### config.mk
export PLATFORM = sky130hd
export DESIGN_NAME = falb_server_pick
export DESIGN_NICKNAME = d
export VERILOG_FILES = /design/src/hw/rtl/falb_pkg.sv /design/src/hw/rtl/falb_server_pick.sv
export SDC_FILE = /design/constraint.sdc
export NUM_CORES = 1
export LEC_CHECK = 0
export ABC_AREA = 1
export BUFFER_PORTS_ARGS = -buffer_cell sky130_fd_sc_hd__buf_2
export CELL_PAD_IN_SITES_DETAIL_PLACEMENT = 1
export CELL_PAD_IN_SITES_GLOBAL_PLACEMENT = 1
export CORE_MARGIN = 4
export CORE_UTILIZATION = 45
export DETAILED_ROUTE_END_ITERATION = 8
export GPL_ROUTABILITY_DRIVEN = 0
export HOLD_SLACK_MARGIN = 0.03
export PLACE_DENSITY = 0.94
export SLEW_MARGIN = 20
export SYNTH_ARGS = -nofsm -noshare
export SYNTH_HDL_FRONTEND = slang
export SYNTH_SLANG_ARGS = --single-unit
### constraint.sdc
create_clock -name clk -period 44.5 [get_ports clk]
set_input_delay 13.35 -clock clk [delete_from_list [all_inputs] [get_ports clk]]
set_output_delay 13.35 -clock clk [all_outputs]
set_load 0.01 [all_outputs]
### src/hw/rtl/falb_pkg.sv
// Shared types and constants for the flow-affinity load balancer.
`default_nettype none
package falb_pkg;
    localparam logic [7:0]  PROTO_TCP     = 8'd6;
    localparam logic [7:0]  PROTO_UDP     = 8'd17;
    localparam logic [15:0] ETH_BYTES     = 16'd14;
    localparam logic [15:0] MIN_HDR_BYTES = 16'd20;
    localparam logic [15:0] UDP_HDR_BYTES = 16'd8;
    localparam logic [3:0]  CFG_SERVER_COUNT   = 4'd0;
    localparam logic [3:0]  CFG_SERVER_WEIGHTS = 4'd1;
    // Flow key: addresses (64) plus ports and protocol (40).
    localparam int KEY_BITS = 104;

    typedef enum logic [2:0] {
        ST_IDLE,
        ST_READ,
        ST_CMP,
        ST_SELECT,
        ST_WRITE
    } state_t;

    // Header length and protocol checks.
    function automatic logic header_ok(input logic [7:0] proto, input logic [3:0] ipw,
                                       input logic [3:0] tcpw, input logic [15:0] cap);
        logic [15:0] ip_bytes;
        logic [15:0] rest;
        logic        ok;
        ip_bytes = {10'd0, ipw, 2'b00};
        rest     = cap - ETH_BYTES;
        ok       = 1'b0;
        if (ip_bytes >= MIN_HDR_BYTES) begin
            if (proto == PROTO_UDP) begin
                ok = (cap >= ETH_BYTES) && (rest >= MIN_HDR_BYTES) && (rest >= ip_bytes)
                     && ((rest - ip_bytes) >= UDP_HDR_BYTES);
            end
            else if (proto == PROTO_TCP) begin
                ok = ({10'd0, tcpw, 2'b00} >= MIN_HDR_BYTES);
            end
        end
        return ok;
    endfunction
endpackage
`default_nettype wire

### src/hw/rtl/falb_server_pick.sv
// Registered weighted server choice: first server whose running weight sum reaches the pick.
`default_nettype none
module falb_server_pick #(
    parameter int MAX_SERVERS = 8
) (
    input  wire logic        clk,
    input  wire logic [3:0]  server_count,
    input  wire logic [63:0] server_weights,
    input  wire logic [6:0]  random_pick,
    output logic      [3:0]  server
);
    import falb_pkg::*;

    logic [3:0] server_next;

    always_comb
    begin
        logic [10:0] sum;
        logic [3:0]  n;
        logic        found;
        n           = (server_count > 4'(MAX_SERVERS)) ? 4'(MAX_SERVERS) : server_count;
        sum         = 11'd0;
        found       = 1'b0;
        server_next = 4'd0;
        for (int k = 0; k < MAX_SERVERS; k++) begin
            if (4'(k) < n && !found) begin
                sum = sum + {3'd0, server_weights[8*k +: 8]};
                if ({4'd0, random_pick} <= sum) begin
                    found       = 1'b1;
                    server_next = 4'(k + 1);
                end
            end
        end
    end

    always_ff @(posedge clk)
    begin
        server <= server_next;
    end
endmodule
`default_nettype wire

==> metrics.cfg, run 1 <==
[cells_and_area]
reg.largest.list=server: 4 flops
final_util_pct=51.64
register_area_um2=80.08
multi_input_area_um2=4174
largest_reg_flops=4
antennaDiodeCount=0
layout.nets=1016
drive_gt1_share_pct=16.95
top_register=server
num-fill-cells=1462
area_growth_syn_to_layout_pct=12.04

[clock_tree]
cts_hold_buf=0
cts_resized=0
clk_path_buf_depth=2
postCtsSetupRepairBufs=0
ctsHtreeMaxLevel=1
root_buffer=clkbuf_8
cts_tree=done
numCtsBuffers=3
clkSinkCount=4
clkTransAtPathRegs_ps=30

[power_and_ir_drop]
irDropWorstVdd_mv=0.01552
power.leakage_nw=3.124
pwr_density_cell_nw_per_um2=38.80

[timing]
drv_slew=0
setup-tns-final_ps=0
hold_viol=0
setup_viol=0
rsz0062_at_grt=false
worst_pin_slew_ps=642.0
fmax_mhz=39.57
min_period_over_period_pct=56.79
slew_headroom_pct=56.75
fin_crit_ps=25270

[flow_run]
max-cap-violations=0

[logic_synthesis]
synth.avg_cell_area_um2=6.396
ys_ff_latch=4
synth_cell_types=46
postSynthCellCount=744
yosysWarnings=0
synth_fp_nets=938
ys_seq_area_share_pct=1.683
syn_area_um2=4758

[placed_design]
dp_hpwl_um=13960
io_buffer_count=79

[global_route]
grt_remaining_overflow=0
grt_use_total_pct=25.31
grt_antenna_before_repair=0
first_global_vias=5668
grt_pass1_wl_um=26450
grt_max_degree=17

[route]
via_count=5294
firstDrtPassIters=5
drc=0
wl_um=16010
drtIter0Drc=232
avgRoutedWirePerCell_um=16.75
ant_nets=0
viasPerCell=5.538

[floorplan]
die_w_um=110.8
die_h_um=110.8
start_util_pct=46.09
io-pin-count=80
rows=37
core_um2=10320
dieArea_um2=12280

[run_status]
status=finished, final reports clean

[worst_hold_path]
hold_class=input port to flip-flop
hold_depth=3

[worst_setup_path]
cp-end-kind=flip-flop
critPathKind=input port to flip-flop
crit_path_max_incr_delay_ps=640
critPathLaunchType=input port
crit_fanout=15
critical_path_arrival_ps=25380
required_ps=44610
slowest_stage=o21ai_0

-- cell usage in the layout, fill, tap and decap left out, types with 4 or more instances in the layout --
cell and instances:
a21o_1 4, a21oi_1 64, buf_2 79, dfxtp_1 4, fa_1 7, ha_1 111
inv_1 121, nand2_1 143, nand2_2 20, nand2_4 5, nand3_1 36, nand3_2 7
nand4_1 7, nor2_1 52, nor3_1 5, o21a_1 4, o21ai_0 56, o21ai_1 6
o21bai_1 9, or2_2 8, xnor2_1 9, xor2_1 27
-- power breakdown --
group          internal (mW)  switching [mW]  leakage, nW
Clock                0.00579         0.00213       0.0216
Combinational         0.0744           0.120         3.07
Sequential           0.00434        0.000229       0.0331
Total                 0.0845           0.122         3.12
-- per-layer routing --
layer / vias to the layer above / track usage [%] / wire [um]
met5: - / 0 / 0
li1: 2624 / - / -
met4: 0 / 5.747 / 388
met1: 2524 / 31.37 / 7198
met2: 111 / 47.21 / 7879
met3: 35 / 2.020 / 545
-- through the flow --
step	power, mW	hold slack, ps	area (um^2)	cells	setup WS (ps)
after detailed placement	0.1964	13690	5290	953	19070
after CTS	0.2060	13470	5331	956	19210
after global placement	0.1794	13690	5290	953	19560
final	0.2069	13480	5331	956	19230
after floorplan	0.1455	13500	4758	744	21380
after global routing	0.2337	13490	5331	956	18110
-- Yosys cell counts (all sizes together) --
cell	count	area share [%]
nand2	168	15
inv	124	9.8
ha	111	29
a21oi	65	6.9
o21ai	63	6.7
nor2	57	5.4
nand3	45	6.0
xor2	27	5.0
o21bai	9	1.4
xnor2	9	1.7
nand4	8	1.4
or2	8	1.1
fa	7	2.9
nor3	5	0.53
a211oi	4	0.74
a21o	4	0.63
buf	4	0.55
dfxtp	4	1.7
o21a	4	0.63
a21boi	3	0.55
nand3b	3	0.55
a221oi	2	0.37
and3	2	0.26
clkbuf	2	0.16
o32ai	2	0.37
a31oi	1	0.13
clkinv	1	0.11
nor4	1	0.13
o31ai	1	0.16
-- worst paths after layout --
kind            start   endpoint  slack, ps
max   server_count[3]  server[3]      19230
min   server_count[3]  server[3]      13480
-- critical path, delay by kind of cell --
family,cells,cell delay (ps)
AO/OA/AOI/OAI,15,3180
XOR/XNOR,4,810
adder cells (fa/ha/maj),11,3380
buffers and inverters,5,550
AND/OR/NAND/NOR,33,4110
-- area by class of cell --
type | instances | area share [%]
repair buffers | 79 | 7.416
inverters | 125 | 8.824
well taps | 136 | 3.192
multi-input cells | 609 | 78.29
clock buffers | 3 | 0.7745
flip-flops and latches | 4 | 1.502
-- logic make-up (layout without fill, tap and decap cells) --
logic type | count (synthesis) | after routing | synth area share (%)
and+or+nand+nor | 297 | 297 | 30.34
AOI/OAI and AO/OA | 158 | 158 | 18.62
buffers and inverters | 131 | 207 | 10.60
adders and majority gates | 118 | 118 | 32.13
xor gates and xnor gates | 36 | 36 | 6.627
DFF | 4 | 4 | 1.683
No activity file was read; power rests on OpenSTA's default activity.
==> inputs of run 2 (changes only) <==
CORE_UTILIZATION = 41   (was 45)
PLACE_DENSITY = 0.87   (was 0.94)
clock period = 24.5 ns   (was 44.5 ns; I/O delays follow)
==> run 2 against run 1 <==
Effect of this change: flip-flop and latch count is the same; via count shrank 2.2%; clock-buffer cell count is the same; critical path depth is the same; setup slack lost 14000 ps; clock power grew to 3.3 times the previous value; first-iteration DRC count shrank 38%; hold slack lost 6000 ps; combinational power grew 79%; die area grew 9.0%.
==> metrics.cfg, run 2 (same netlist as run 1, synthesis figures left out) <==
[placed_design]
io_buffer_count=79
dp_hpwl_um=13540

[worst_hold_path]
hold_class=input port to flip-flop
hold-path-endpoint=server[3]
hp-start=server_count[3]
hold_depth=3

[clock_tree]
root_buffer=clkbuf_16
ctsHtreeMaxLevel=1
cts_hold_buf=0
cts_tree=done
postCtsSetupRepairBufs=0
cts_resized=0
clkTransAtPathRegs_ps=30
numCtsBuffers=3
clk_path_buf_depth=2
clkSinkCount=4

[power_and_ir_drop]
p_sw_mw=0.2179
power.leakage_nw=3.140
pwr_density_cell_nw_per_um2=70.92
pwr-share-seq_pct=2.2
pwr-share-comb_pct=91.1
power_frac_clock_pct=6.8
swShare_pct=57.17
irDropWorstVdd_mv=0.05079
internal_power_mw=0.1632

[cells_and_area]
layout.nets=1016
num-fill-cells=1588
layout.cells.most_common=nand2_1
most-common-layout-cells=nand2_1, inv_1, ha_1
reg.largest.list=server: 4 flops
area_growth_syn_to_layout_pct=12.94
antennaDiodeCount=0
top_register=server
largest_reg_flops=4
drive_gt1_share_pct=16.95

[global_route]
grt_pass1_wl_um=25680
grt_max_degree=17
grt_use_total_pct=23.28
grt_remaining_overflow=0
first_global_vias=5608
grt_antenna_before_repair=0

[timing]
hold_viol=0
timing.hold.ws_ps=7514
setup_viol=0
rsz0062_at_grt=false
setup-tns-final_ps=0
worst_pin_slew_ps=534.3
min_period_over_period_pct=78.34
fmax_mhz=52.10
slew_headroom_pct=64.00
drv_slew=0
fin_crit_ps=19190

[worst_setup_path]
critPathLaunchType=input port
slowest_stage=o21ai_0
critPathLaunch=server_count[3]
required_ps=24610
critical_path_arrival_ps=19310
cp-end-kind=flip-flop
crit_fanout=15
cp_top_family=simple AND/OR/NAND/NOR gates
critPathKind=input port to flip-flop
cp.buffers_inverters=5
crit_path_max_incr_delay_ps=560

[route]
avgRoutedWirePerCell_um=16.10
drtIter0Drc=145
via_count=5180
drc=0
wl_um=15510
ant_nets=0
viasPerCell=5.379
firstDrtPassIters=4

[floorplan]
dieArea_um2=13390
io-pin-count=80
start_util_pct=41.85
rows=39
core_um2=11370
die_w_um=115.7
die_h_um=115.7

[run_status]
status=finished, final reports clean

[flow_run]
max-cap-violations=0

==> run 2: cell types whose count changed in the layout (fill, tap and decap cells not counted) <==
cell	change
clkbuf_8	-3
clkbuf_16	+3
==> run 2: per-stage QoR <==
| step | total power [mW] | setup WS, ps | cells | cell area (um^2) | util, % |
|---|---|---|---|---|---|
| 2_1_floorplan | 0.2643 | 7383 | 744 | 4758 | - |
| 3_5_place_dp | 0.3523 | 5260 | 960 | 5299 | 46.61 |
| 6_report | 0.3811 | 5306 | 963 | 5374 | 47.27 |
| 4_1_cts | 0.3820 | 5408 | 963 | 5374 | 47.27 |
| 3_3_place_gp | 0.3274 | 5608 | 960 | 5299 | 46.61 |
| 5_1_grt | 0.4354 | 4201 | 963 | 5374 | 47.27 |
==> run 2: layout make-up <==
type	instances	area (um^2)	share of cell area (%)
Clock buffer	3	75.07	1.397
Inverter	125	470.5	8.754
Multi-Input combinational cell	609	4174	77.67
Sequential cell	4	80.08	1.490
Tap cell	143	178.9	3.329
Timing Repair Buffer	79	395.4	7.357
==> run 2: worst max-delay path by stage <==
stage	to	slack [ps]	cells past startpoint
final	server[3]	5310	68
after global routing	server[3]	4200	68
after CTS	server[3]	5410	68
after detailed placement	server[3]	5260	68
after global placement	server[3]	5610	68
after floorplan	server[3]	7380	71
==> run 2: layer usage <==
layer | share of wire (%) | vias to the layer above | wire length, um | track usage (%)
met2 | 51 | 90 | 7921 | 44.71
li1 | - | 2624 | - | -
met1 | 44 | 2455 | 6858 | 29.41
met3 | 4.0 | 11 | 618 | 1.462
met4 | 0.70 | 0 | 108 | 2.398
met5 | 0 | - | 0 | 0
==> run 2: power by group through the flow <==
| stage | clock, mW | sequential [mW] | combinational (mW) |
|---|---|---|---|
| after global placement | 0 | 0.00826 | 0.319 |
| after detailed placement | 0 | 0.00833 | 0.344 |
| after floorplan | 0 | 0.00898 | 0.255 |
| after global routing | 0.0264 | 0.00836 | 0.401 |
| final | 0.0258 | 0.00824 | 0.347 |
| after CTS | 0.0260 | 0.00824 | 0.348 |
==> run 2: worst min-delay path, delay by kind of cell <==
kind / cells / cell delay, ps
simple gates: 2 / 190
buf+inv: 1 / 140
==> inputs of run 3 (changes only) <==
clock period = 17.9 ns   (was 24.5 ns; I/O delays follow)
==> run 3 against run 2 <==
Effect of this change: die area stayed put; critical path depth grew 1; global-route usage rose by 0.086 points; sequential share of layout area about the same; clock-buffer cell count did not move; sequential power is 36% higher; routed wire length increased by 1.2%; hold slack got worse by 2000 ps; largest cell class unchanged.
==> metrics.cfg, run 3 (same netlist as run 1, synthesis figures left out) <==
[cells_and_area]
multi_input_area_um2=4192
top_register=server
most-common-layout-cells=nand2_1, inv_1, ha_1
area_growth_syn_to_layout_pct=13.31
largest_reg_flops=4
final_cells=963
antennaDiodeCount=0
drive_gt1_share_pct=17.20
register_area_um2=80.08
reg.largest.list=server: 4 flops
layout.nets=1016
num-fill-cells=1611
layout.cells.most_common=nand2_1

[worst_setup_path]
critPathLaunch=server_count[1]
cp_top_family=simple AND/OR/NAND/NOR gates
critPathLaunchType=input port
critical_path_arrival_ps=16900
critPathKind=input port to flip-flop
cp-end-kind=flip-flop
crit_fanout=15
slowest_stage=fa_1
crit_cells=69
crit_top_cell=nor2_1
cp.buffers_inverters=6
crit_path_max_incr_delay_ps=420
required_ps=18020
crit_end=server[3]

[route]
viasPerCell=5.431
drc=0
drtIter0Drc=187
avgRoutedWirePerCell_um=16.30
firstDrtPassIters=4
via_count=5230
ant_nets=0
wl_um=15700

[floorplan]
dieArea_um2=13390
start_util_pct=41.85
die_h_um=115.7
rows=39
core_um2=11370
die_w_um=115.7
io-pin-count=80

[power_and_ir_drop]
power.leakage_nw=3.150
irDropWorstVdd_mv=0.07160
power_frac_clock_pct=6.8
pwr-share-comb_pct=91.0
pwr-share-seq_pct=2.1
swShare_pct=57.18
p_sw_mw=0.2998
pwr_density_cell_nw_per_um2=97.23
internal_power_mw=0.2244

[timing]
fin_crit_ps=16780
fmax_mhz=59.61
drv_slew=0
slew_headroom_pct=65.90
min_period_over_period_pct=93.72
setup_viol=0
timing.hold.ws_ps=5490
hold_viol=0
worst_pin_slew_ps=506.1

[clock_tree]
ctsHtreeMaxLevel=1
cts_tree=done
root_buffer=clkbuf_16
clkSinkCount=4
postCtsSetupRepairBufs=0
numCtsBuffers=3
clkTransAtPathRegs_ps=30
clk_path_buf_depth=2

[global_route]
grt_pass1_wl_um=25710
grt_use_total_pct=23.37
grt_remaining_overflow=0
first_global_vias=5604
grt_antenna_before_repair=0
grt_max_degree=17

[worst_hold_path]
hold_class=input port to flip-flop

[placed_design]
dp.cells=960
dp_hpwl_um=13590
io_buffer_count=79

[flow_run]
max-cap-violations=0

[run_status]
status=finished, final reports clean

run 3: cell counts in the layout (fill, tap and decap cells not counted):
No cell type changed its count.
run 3: final cells by class:
class / count / area share [%]
well taps: 143 / 3.319
clock buffers: 3 / 1.392
repair buffers: 79 / 7.333
multi-input cells: 609 / 77.74
inverters: 125 / 8.726
flip-flops and latches: 4 / 1.485
run 3: power by group through the flow:
stage | registers [mW] | logic (mW) | clock network (mW)
floorplan | 0.0123 | 0.349 | 0
global placement | 0.0113 | 0.437 | 0
detailed placement | 0.0113 | 0.471 | 0
CTS | 0.0112 | 0.478 | 0.0362
global route | 0.0113 | 0.551 | 0.0365
finish | 0.0112 | 0.477 | 0.0358
run 3: through the flow:
step	total power, mW	cell area, um^2	setup slack [ps]	util (%)	setup TNS [ps]
after global routing	0.5989	5391	-4.690	47.42	-4.690
after floorplan	0.3618	4758	2763	-	0
final	0.5242	5391	1124	47.42	0
after global placement	0.4481	5299	989.0	46.61	0
after detailed placement	0.4824	5299	564.9	46.61	0
after CTS	0.5254	5374	741.9	47.27	0
run 3: how the worst min path moves through the flow:
stage               slack, ps  cells past startpoint       startpoint         to
global route             5510                      3  server_count[3]  server[3]
global placement         5700                      3  server_count[3]  server[3]
floorplan                5520                      2  server_count[3]  server[3]
finish                   5490                      3  server_count[3]  server[3]
CTS                      5490                      3  server_count[3]  server[3]
detailed placement       5730                      3  server_count[3]  server[3]
run 3: repair_timing:
| action | 4_1_cts | 5_1_grt |
|---|---|---|
| setup endpoints to repair | 0 | 1 |
| gates resized for setup | 0 | 6 |
| hold buffers | 0 | 0 |
run 3: per-layer routing:
| layer | wire length (um) | GRT usage [%] | share of wire [%] |
|---|---|---|---|
| met5 | 0 | 0 | 0 |
| met4 | 315 | 4.254 | 2.0 |
| met3 | 781 | 1.671 | 5.0 |
| met2 | 7711 | 43.36 | 49 |
| met1 | 6889 | 29.88 | 44 |
